==> config.mk <==
export PLATFORM = sky130hd
export DESIGN_NAME = geq_seq_flat
export DESIGN_NICKNAME = d
export VERILOG_FILES = /design/src/rtl/core/geq_pkg.sv /design/src/rtl/core/geq_if.sv /design/src/rtl/core/geq_seq.sv /design/src/flat_wrapper.sv
export SDC_FILE = /design/constraint.sdc
export NUM_CORES = 2
export LEC_CHECK = 0
export BUFFER_PORTS_ARGS = -buffer_cell sky130_fd_sc_hd__buf_2
export CORE_ASPECT_RATIO = 0.9
export CORE_MARGIN = 4
export CORE_UTILIZATION = 40
export DETAILED_ROUTE_END_ITERATION = 10
export PLACE_DENSITY_LB_ADDON = 0.12
export SLEW_MARGIN = 10
export SYNTH_ARGS = -nofsm -noshare
export SYNTH_HDL_FRONTEND = slang
export SYNTH_SLANG_ARGS = --single-unit
==> constraint.sdc <==
create_clock -name clk -period 11.9 [get_ports clk]
set_clock_uncertainty 0.05 [all_clocks]
set_input_delay 2.38 -clock clk [delete_from_list [all_inputs] [get_ports clk]]
set_output_delay 2.38 -clock clk [all_outputs]
set_load 0.02 [all_outputs]
==> src/rtl/core/geq_pkg.sv <==
`default_nettype none
package geq_pkg;

  localparam int CHANNELS = 2;
  localparam int BANDS    = 10;

  localparam int CH_W    = (CHANNELS > 1) ? $clog2(CHANNELS) : 1;
  localparam int BAND_W  = (BANDS > 1) ? $clog2(BANDS) : 1;
  localparam int COEF_AW = BAND_W + 2;
  localparam int HIST_AW = 1 + CH_W + BAND_W;

  localparam logic [1:0] FN_SAMPLE = 2'd0;
  localparam logic [1:0] FN_COEF   = 2'd1;
  localparam logic [1:0] FN_CLEAR  = 2'd2;

  localparam logic [1:0] KIND_ALPHA = 2'd0;
  localparam logic [1:0] KIND_BETA  = 2'd1;
  localparam logic [1:0] KIND_GAMMA = 2'd2;
  localparam logic [1:0] KIND_AMP   = 2'd3;

  localparam logic [1:0] REG_ENABLE = 2'd0;
  localparam logic [1:0] REG_TWO    = 2'd1;
  localparam logic [1:0] REG_GAIN   = 2'd2;
  localparam logic [1:0] REG_IFAC   = 2'd3;

  typedef enum logic [3:0] {
    ST_IDLE, ST_RD, ST_ALPHA, ST_GAMMA, ST_BETA, ST_SUM3, ST_YOUT,
    ST_AMP, ST_ACC, ST_DRY, ST_DRYACC, ST_SAT, ST_GAIN, ST_GRND
  } state_t;

  typedef struct packed {
    logic        enable;
    logic        two_pass;
    logic [25:0] gain;
    logic [20:0] ifac;
  } cfg_t;

  typedef struct packed {
    logic               we;
    logic [COEF_AW-1:0] addr;
    logic signed [23:0] wdata;
  } coef_req_t;

  typedef struct packed {
    logic               we;
    logic               clr;
    logic [HIST_AW-1:0] waddr;
    logic [HIST_AW-1:0] raddr;
    logic [63:0]        wdata;
  } hist_req_t;

  function automatic logic signed [63:0] rescale(input logic signed [63:0] v);
    logic signed [63:0] t;
    t = v + 64'sd524288;
    return t >>> 20;
  endfunction

  function automatic logic signed [31:0] sat32(input logic signed [63:0] v);
    if (v > 64'sd2147483647) return 32'sh7fffffff;
    else if (v < -64'sd2147483648) return 32'sh80000000;
    else return v[31:0];
  endfunction

  function automatic logic signed [23:0] sat24(input logic signed [63:0] v);
    if (v > 64'sd8388607) return 24'sh7fffff;
    else if (v < -64'sd8388608) return 24'sh800000;
    else return v[23:0];
  endfunction

endpackage
`default_nettype wire

==> src/rtl/core/geq_if.sv <==
`default_nettype none
interface geq_in_if;
  logic               valid;
  logic               ready;
  logic [1:0]         func;
  logic               channel;
  logic signed [23:0] sample_in;
  logic [3:0]         coef_band;
  logic [1:0]         coef_kind;
  logic signed [23:0] coef_value;
  modport source(output valid, func, channel, sample_in, coef_band, coef_kind, coef_value,
                 input ready);
  modport sink(input valid, func, channel, sample_in, coef_band, coef_kind, coef_value,
               output ready);
endinterface

interface geq_out_if;
  logic               valid;
  logic               ready;
  logic signed [23:0] sample_out;
  logic               channel_out;
  modport source(output valid, sample_out, channel_out, input ready);
  modport sink(input valid, sample_out, channel_out, output ready);
endinterface
`default_nettype wire

==> src/rtl/core/geq_seq.sv <==
`default_nettype none
module geq_seq (
  input  wire                 clk,
  input  wire                 rst_n,
  geq_in_if.sink              in_ch,
  geq_out_if.source           out_ch,
  input  geq_pkg::cfg_t       cfg,
  output geq_pkg::coef_req_t  coef_req,
  input  wire signed [23:0]   coef_rdata,
  output geq_pkg::hist_req_t  hist_req,
  input  wire [63:0]          hist_rdata
);
  import geq_pkg::*;

  state_t state_r, state_nxt;
  logic [BAND_W-1:0] band_r;
  logic pass_r, gcnt_r;
  logic [CH_W-1:0] ch_r;
  logic signed [23:0] x_r;
  logic signed [31:0] xin_r, y1_r, y2_r, y_r, s_r;
  logic signed [32:0] diff_r;
  logic signed [23:0] amp_r;
  logic signed [60:0] prod_r;
  logic signed [63:0] acc_r, sum_r;
  logic signed [31:0] ih0_r [2][CHANNELS];
  logic signed [31:0] ih1_r [2][CHANNELS];
  logic out_valid_r;
  logic signed [23:0] out_data_r;
  logic out_ch_r;

  logic signed [33:0] mul_a;
  logic signed [26:0] mul_b;
  logic accept, is_sample, last_band, out_free;
  logic signed [31:0] y_new, s_new;
  logic signed [63:0] r_new;
  logic [HIST_AW-1:0] hist_addr;

  assign accept    = in_ch.valid && in_ch.ready;
  assign is_sample = (in_ch.func == FN_SAMPLE) && (int'(in_ch.channel) < CHANNELS);
  assign last_band = (band_r == BAND_W'(BANDS - 1));
  assign out_free  = !out_valid_r || out_ch.ready;
  assign y_new     = sat32(rescale(acc_r));
  assign s_new     = sat32(rescale(sum_r));
  assign r_new     = rescale(64'(prod_r));
  assign hist_addr = {pass_r, ch_r, band_r};

  assign in_ch.ready        = (state_r == ST_IDLE);
  assign out_ch.valid       = out_valid_r;
  assign out_ch.sample_out  = out_data_r;
  assign out_ch.channel_out = out_ch_r;

  // next state
  always_comb begin
    state_nxt = state_r;
    unique case (state_r)
      ST_IDLE:   if (accept && is_sample) state_nxt = ST_RD;
      ST_RD:     state_nxt = ST_ALPHA;
      ST_ALPHA:  state_nxt = ST_GAMMA;
      ST_GAMMA:  state_nxt = ST_BETA;
      ST_BETA:   state_nxt = ST_SUM3;
      ST_SUM3:   state_nxt = ST_YOUT;
      ST_YOUT:   state_nxt = ST_AMP;
      ST_AMP:    state_nxt = ST_ACC;
      ST_ACC:    state_nxt = last_band ? ST_DRY : ST_RD;
      ST_DRY:    state_nxt = ST_DRYACC;
      ST_DRYACC: state_nxt = ST_SAT;
      ST_SAT:    state_nxt = (cfg.two_pass && !pass_r) ? ST_RD : ST_GAIN;
      ST_GAIN:   state_nxt = ST_GRND;
      ST_GRND: begin
        if (cfg.two_pass && !gcnt_r) state_nxt = ST_GAIN;
        else if (out_free) state_nxt = ST_IDLE;
      end
      default:   state_nxt = ST_IDLE;
    endcase
  end

  // memory requests and multiplier operands
  always_comb begin
    coef_req.we    = 1'b0;
    coef_req.addr  = {band_r, KIND_ALPHA};
    coef_req.wdata = in_ch.coef_value;
    hist_req.we    = 1'b0;
    hist_req.clr   = 1'b0;
    hist_req.waddr = hist_addr;
    hist_req.raddr = hist_addr;
    hist_req.wdata = {y_new, y1_r};
    mul_a = 34'(diff_r);
    mul_b = 27'(coef_rdata);
    unique case (state_r)
      ST_IDLE: begin
        if (accept && in_ch.func == FN_COEF && int'(in_ch.coef_band) < BANDS) begin
          coef_req.we   = 1'b1;
          coef_req.addr = {BAND_W'(in_ch.coef_band), in_ch.coef_kind};
        end
        hist_req.clr = accept && (in_ch.func == FN_CLEAR);
      end
      ST_ALPHA: coef_req.addr = {band_r, KIND_GAMMA};
      ST_GAMMA: begin
        coef_req.addr = {band_r, KIND_BETA};
        mul_a = 34'(y1_r);
      end
      ST_BETA: begin
        coef_req.addr = {band_r, KIND_AMP};
        mul_a = 34'(y2_r);
      end
      ST_YOUT: hist_req.we = 1'b1;
      ST_AMP: begin
        mul_a = 34'(y_r);
        mul_b = 27'(amp_r);
      end
      ST_DRY: begin
        mul_a = 34'(xin_r);
        mul_b = $signed({6'd0, cfg.ifac});
      end
      ST_GAIN, ST_GRND: begin
        mul_a = 34'(s_r);
        mul_b = $signed({1'b0, cfg.gain});
      end
      default: ;
    endcase
  end

  always_ff @(posedge clk) begin
    if (!rst_n) begin
      state_r     <= ST_IDLE;
      out_valid_r <= 1'b0;
      for (int p = 0; p < 2; p++) begin
        for (int c = 0; c < CHANNELS; c++) begin
          ih0_r[p][c] <= '0;
          ih1_r[p][c] <= '0;
        end
      end
    end else begin
      state_r <= state_nxt;
      if (state_r == ST_GRND && !(cfg.two_pass && !gcnt_r) && out_free) begin
        out_valid_r <= 1'b1;
      end else if (out_ch.ready) begin
        out_valid_r <= 1'b0;
      end
      if (state_r == ST_IDLE && accept && in_ch.func == FN_CLEAR) begin
        for (int p = 0; p < 2; p++) begin
          for (int c = 0; c < CHANNELS; c++) begin
            ih0_r[p][c] <= '0;
            ih1_r[p][c] <= '0;
          end
        end
      end
      if (state_r == ST_SAT) begin
        ih1_r[pass_r][ch_r] <= ih0_r[pass_r][ch_r];
        ih0_r[pass_r][ch_r] <= xin_r;
      end
    end
  end

  // datapath
  always_ff @(posedge clk) begin
    prod_r <= mul_a * mul_b;
    unique case (state_r)
      ST_IDLE: begin
        x_r    <= in_ch.sample_in;
        xin_r  <= 32'(in_ch.sample_in);
        ch_r   <= CH_W'(in_ch.channel);
        pass_r <= 1'b0;
        gcnt_r <= 1'b0;
        band_r <= '0;
        sum_r  <= '0;
      end
      ST_RD:    diff_r <= 33'(xin_r) - 33'(ih1_r[pass_r][ch_r]);
      ST_ALPHA: begin
        y1_r <= hist_rdata[63:32];
        y2_r <= hist_rdata[31:0];
      end
      ST_GAMMA: acc_r <= 64'(prod_r);
      ST_BETA:  acc_r <= acc_r + 64'(prod_r);
      ST_SUM3: begin
        acc_r <= acc_r - 64'(prod_r);
        amp_r <= coef_rdata;
      end
      ST_YOUT:  y_r <= y_new;
      ST_ACC: begin
        sum_r <= sum_r + 64'(prod_r);
        if (!last_band) band_r <= band_r + 1'b1;
      end
      ST_DRYACC: sum_r <= sum_r + 64'(prod_r);
      ST_SAT: begin
        s_r <= s_new;
        if (cfg.two_pass && !pass_r) begin
          pass_r <= 1'b1;
          xin_r  <= s_new;
          band_r <= '0;
          sum_r  <= '0;
        end
      end
      ST_GRND: begin
        if (cfg.two_pass && !gcnt_r) begin
          s_r    <= sat32(r_new);
          gcnt_r <= 1'b1;
        end else if (out_free) begin
          out_data_r <= cfg.enable ? sat24(r_new) : x_r;
          out_ch_r   <= ch_r[0];
        end
      end
      default: ;
    endcase
  end

  a_hist_we_busy: assert property (@(posedge clk) disable iff (!rst_n)
    (state_r == ST_IDLE) |-> !hist_req.we)
    else $error("history write while idle");

  a_sample_starts: assert property (@(posedge clk) disable iff (!rst_n)
    (accept && is_sample) |=> (state_r == ST_RD))
    else $error("sample accepted without starting the bank");

  a_band_range: assert property (@(posedge clk) disable iff (!rst_n)
    (state_r != ST_IDLE) |-> (int'(band_r) < BANDS))
    else $error("band index out of range");
endmodule
`default_nettype wire

==> src/flat_wrapper.sv <==
// flat-port wrapper written by rule: the top's interface ports become plain ports
module geq_seq_flat import geq_pkg::*;
  (clk, rst_n, cfg, coef_req, coef_rdata, hist_req, hist_rdata, in_ch_valid, in_ch_func, in_ch_channel, in_ch_sample_in, in_ch_coef_band, in_ch_coef_kind, in_ch_coef_value, in_ch_ready, out_ch_valid, out_ch_sample_out, out_ch_channel_out, out_ch_ready);
  geq_in_if in_ch_i ();
  geq_out_if out_ch_i ();
  input  wire clk;
  input  wire rst_n;
  input  geq_pkg::cfg_t cfg;
  output geq_pkg::coef_req_t coef_req;
  input  wire signed [23:0] coef_rdata;
  output geq_pkg::hist_req_t hist_req;
  input  wire [63:0] hist_rdata;
  input wire logic [$bits(in_ch_i.valid)-1:0] in_ch_valid;
  input wire logic [$bits(in_ch_i.func)-1:0] in_ch_func;
  input wire logic [$bits(in_ch_i.channel)-1:0] in_ch_channel;
  input wire logic [$bits(in_ch_i.sample_in)-1:0] in_ch_sample_in;
  input wire logic [$bits(in_ch_i.coef_band)-1:0] in_ch_coef_band;
  input wire logic [$bits(in_ch_i.coef_kind)-1:0] in_ch_coef_kind;
  input wire logic [$bits(in_ch_i.coef_value)-1:0] in_ch_coef_value;
  output wire logic [$bits(in_ch_i.ready)-1:0] in_ch_ready;
  output wire logic [$bits(out_ch_i.valid)-1:0] out_ch_valid;
  output wire logic [$bits(out_ch_i.sample_out)-1:0] out_ch_sample_out;
  output wire logic [$bits(out_ch_i.channel_out)-1:0] out_ch_channel_out;
  input wire logic [$bits(out_ch_i.ready)-1:0] out_ch_ready;
  assign in_ch_i.valid = in_ch_valid;
  assign in_ch_i.func = in_ch_func;
  assign in_ch_i.channel = in_ch_channel;
  assign in_ch_i.sample_in = in_ch_sample_in;
  assign in_ch_i.coef_band = in_ch_coef_band;
  assign in_ch_i.coef_kind = in_ch_coef_kind;
  assign in_ch_i.coef_value = in_ch_coef_value;
  assign in_ch_ready = in_ch_i.ready;
  assign out_ch_valid = out_ch_i.valid;
  assign out_ch_sample_out = out_ch_i.sample_out;
  assign out_ch_channel_out = out_ch_i.channel_out;
  assign out_ch_i.ready = out_ch_ready;
  geq_seq u_core (.clk(clk), .rst_n(rst_n), .in_ch(in_ch_i), .out_ch(out_ch_i), .cfg(cfg), .coef_req(coef_req), .coef_rdata(coef_rdata), .hist_req(hist_req), .hist_rdata(hist_rdata));
endmodule
# Word-level counts from Yosys, hierarchy flattened
# Memories as Yosys holds them, arrays and structs flattened. A register that Yosys moved wholly into a read port is not among the register bits.
# Cells that the tools add are included.
[totals]
reg_bits = 467
mem_bits_rw = 256
input_bits = 198
output_inout_bits = 136
wordCells = 178
memories = 2
[mem_list]
columns = ["name", "words", "width", "rd", "rd_clocked_by_memory_dff", "write_ports", "line_no", "source"]
rows = [
  ["u_core.ih0_r", 2, 64, 1, 1, 2, "geq_seq.sv:25", "logic signed [31:0] ih0_r [2][CHANNELS];"],
  ["u_core.ih1_r", 2, 64, 1, 1, 2, "geq_seq.sv:26", "logic signed [31:0] ih1_r [2][CHANNELS];"],
]
[op_classes]
n_addsub = 8
multipliers = 1
order_cmp = 11
eq_ne = 21
mux = 69
n_bitwise = 10
reduce_logical = 37
[op_table]
columns = ["op", "count"]
rows = [
  ["$mux 32", 23],
  ["$mux 64", 6],
  ["$pmux 64 s3", 2],
  ["$pmux 34 s5", 1],
  ["$add 64x21->64 const B", 2],
  ["$add 64x61->64", 2],
  ["$pmux 32 s2", 2],
  ["$reduce_or 64->1", 2],
  ["$gt 44x32->1 const B", 2],
  ["$lt 44x32->1 const B", 2],
  ["$pmux 27 s3", 1],
  ["$mux 24", 3],
  ["$sub 64x61->64", 1],
  ["$add 61x21->62 const B", 1],
  ["$mul 34x27->61", 1],
  ["$pmux 4 s14", 1],
  ["$gt 42x24->1 const B", 1],
  ["$gt 42x32->1 const B", 1],
  ["$lt 42x24->1 const B", 1],
  ["$lt 42x32->1 const B", 1],
  ["$sub 32x32->33", 1],
  ["$demux 32 s1", 1],
  ["$eq 4x4->1 const B", 7],
  ["$mux 4", 7],
  ["29 further kinds", 85],
]

# Longest topological paths before layout
[logic_depth]
word_depth = 9
ltp_mapped = 38
depth_no_buf = 33

# Least setup slack after synthesis
# Ideal clock, no wire load.
[synth_timing]
path_kind = "in2reg"
start = "input cfg[21] (netlist bit)"
end = "register u_core.prod_r[59]"
setup_time_ns = 0.072
arrival_time_ns = 10.108
t_required_ns = 11.778
setup_slack_ns = 1.670
path_stages = 29
path_buffers = 2
cell_sequence = "a222oi_1 -> nand2_1 -> o21a_1 -> clkbuf_1 -> nand2_1 -> inv_1 -> fa_1 -> inv_1 -> fa_1 -> inv_1 -> fa_1 -> ha_1 -> inv_1 -> fa_1 -> inv_1 -> fa_1 -> inv_1 -> fa_1 -> inv_1 -> ha_1 -> clkbuf_1 -> nand2_1 -> nor4_1 -> o211a_1 -> o21ai_0 -> a311oi_1 -> a21oi_1 -> o21ai_0 -> xor2_1"
[synth_via]
elab_chain_len = 2
[synth_lines]
columns = ["item", "line_no", "source"]
rows = [
  ["start: declaration", "flat_wrapper.sv:8", "input geq_pkg::cfg_t cfg;"],
  ["$pmux 27 s3", "geq_seq.sv:89", "unique case (state_r)"],
  ["$mul 34x27->61", "geq_seq.sv:157", "prod_r <= mul_a * mul_b;"],
  ["end signal: assignment", "geq_seq.sv:157", ""],
  ["end: declaration", "geq_seq.sv:23", "logic signed [60:0] prod_r;"],
]
# No other way between the ends.
# A chain may end at the register's enable or synchronous reset.

# Worst setup path in the final report
[layout_timing]
start = "register u_core.state_r[1]"
end = "register u_core.prod_r[57]"
[layout_via]
elab_chain_len = 4
word_cells_on_any_way = 10
classes_between = "mul: 1; eq/ne: 6; mux: 2; reduce/logical: 1"
[layout_lines]
columns = ["item", "line_no", "source"]
rows = [
  ["start: declaration", "geq_seq.sv:15", "state_t state_r, state_nxt;"],
  ["start signal: assignment", "geq_seq.sv:134", "state_r <= state_nxt;"],
  ["$eq 4x4->1", "geq_seq.sv:89", ""],
  ["$reduce_or 2->1", "geq_seq.sv:89", ""],
  ["$pmux 34 s5 / $pmux 27 s3 (equally long branches)", "geq_seq.sv:89", ""],
  ["$mul 34x27->61 (*)", "geq_seq.sv:157", ""],
]
# Mark *: on every way between the ends. The rest lies on a longest branch, timed or not.

==> metrics <==
Initial Util 40.4%; core area 181000 um^2; Clock Root Buffer clkbuf_16; crit end category register; Setup crit start kind register; outcome finished, final reports clean; site row count 148; Crit Path Max Fanout 48; Bufs on Longest Clock Path 3; Main synth FF type edfxtp_1; Die Span X 459 um; DRT Wirelength 286 mm; final hold vios 0; Clk Latency, worst-skew pair 760 ps; largest net degree at the start of global routing 90; Yosys cell types 96; flop and latch count out of synthesis 724; setup tns final 0 ps; clk sink count 724; Syn-to-layout area delta 10.2%; Clock transition at path regs 60 ps; Final ANT Viol Nets 0; max incr delay on CP 710 ps; routed len/inst 27.8 um; Total GRT Usage 29.8%; fin crit share 91.2%; Ys Warns 0; GP Congestion 0.984; initial drt markers 6389; Tightest Hold Check Type register to register; fin. max-slew vios 0; post-synthesis sequential area ratio 28.7%; Die H 414 um; 1st-pass router iterations 10; io pins 334; DR vias 58.3k; Hold Buf Count CTS 0; CP required 12510 ps; syn_nets 9073; first-pass GRT wire length 413 mm; vias in the first global route 57.7k; CTS HTree Levels 3; Setup CP Type register to register; TritonCTS clock tree done; max_cap viols 0; die area 190000 um^2; cell count after synthesis 7618; routed vias/inst 5.69; slowest CP cell dfxtp_1; total gr overflow 0; RSZ-0062 raised after global routing no; Synth Area per Inst 9.63 um^2; postcts setup bufs 0; post-synthesis cell area 73300 um^2; # DRC 0; minimum clock period 10860 ps; slew margin rel. 9.50%; IO Port Bufs 285; Achievable Freq 0.0921 GHz; Final HPWL DP 227 mm; number of synthesized flops with an enable pin 657; PostCTS Resize Cnt 0; layout cells sized above 1 9.93%; initial antenna violation count 17; Worst Path Arrival 11460 ps; most frequent cells in the layout inv_1, fa_1, nor2_1; commonest non-fill, non-tap cell in the layout inv_1; slew of the pin with the lowest slew margin 1360 ps; setup violators final 0; FFs w/ async S/R, synth 0%; CTS buffer count 87; Layout Nets 9230; Crit path top cell by count fa_1
==> path summary, 6_finish.rpt <==
check | start | end | slack [ps] | depth (start not counted)
min reg2reg | u_core.x_r[18]$_DFFE_PP_ | u_core.out_ch.sample_out[18]$_DFFE_PP_ | 520 | 2
max reg2reg | u_core.state_r[1]$_SDFFE_PN0P_ | u_core.prod_r[57]$_DFF_P_ | 1040 | 30
max | u_core.state_r[1]$_SDFFE_PN0P_ | u_core.prod_r[57]$_DFF_P_ | 1040 | 30
min | u_core.x_r[18]$_DFFE_PP_ | u_core.out_ch.sample_out[18]$_DFFE_PP_ | 520 | 2
==> sequential cells by signal, summed over array words and instances (netlist names), 4 cells and up, named ones only <==
signal / flops
u_core.acc_r: 64
u_core.amp_r: 24
u_core.band_r: 4
u_core.diff_r: 33
u_core.ih0_r: 128
u_core.ih1_r: 128
u_core.out_ch.sample_out: 24
u_core.prod_r: 61
u_core.s_r: 32
u_core.state_r: 4
u_core.sum_r: 64
u_core.x_r: 24
u_core.xin_r: 32
u_core.y1_r: 32
u_core.y2_r: 32
u_core.y_r: 32
==> final cells by class <==
type	instances	area (um^2)
clock buffer	104	2270
multi-input combinational	5369	46600
antenna	12	30.0
timing repair buffer	503	3150
clock inverter	57	611
fill	17600	101000
tap	2400	3000
inverter	1090	4090
sequential	724	21100
==> metrics by stage <==
stage | utilization, % | setup WS (ps) | instance area, um^2 | hold WS, ps | std cells
2_1_floorplan | - | 1670 | 73300 | 472 | 7618
3_3_place_gp | 42.9 | 764 | 77900 | 495 | 10100
3_5_place_dp | 42.9 | 706 | 77900 | 483 | 10100
4_1_cts | 44.5 | 1140 | 80800 | 508 | 10200
5_1_grt | 44.5 | 622 | 80800 | 526 | 10300
6_report | 44.5 | 1040 | 80800 | 516 | 10300
==> Yosys cell counts (all sizes together), types with 115 or more instances <==
cell / number / area [um^2]
a21o: 129 / 968
a21oi: 303 / 1520
and3: 115 / 719
clkbuf: 342 / 1280
edfxtp: 657 / 19700
fa: 921 / 18400
ha: 336 / 4200
inv: 1090 / 4090
nand2: 823 / 3100
nand3: 142 / 716
nor2: 878 / 3300
o21ai: 276 / 1390
xnor2: 224 / 1960
xor2: 142 / 1240
==> logic make-up after synthesis <==
group | Yosys count | synth area share, %
buffers and inverters | 1525 | 8.10
AOI/OAI and AO/OA | 1220 | 11.2
adders and majority gates | 1257 | 30.9
DFF | 724 | 28.7
muxes | 105 | 1.99
xor gates and xnor gates | 366 | 4.37
and+or+nand+nor | 2421 | 14.8
==> routing by layer <==
layer / wire, um / GRT usage, %
met2: 126000 / 44.9
met5: 0 / 0
met1: 122000 / 41.9
met4: 15300 / 12.8
met3: 23100 / 5.55
==> worst max-delay path: cells and delay by family, from the launching register on <==
kind                       cells  cell delay [ps]
and+or+nand+nor                7             2360
buffers and inverters          6              480
adders and majority gates      8             4180
xor gates and xnor gates       1              140
AOI/OAI and AO/OA              8             2790
DFF                            1              710
Power is not shown: default switching activity piles up to over one toggle a cycle in this logic, so the estimate is an artifact.
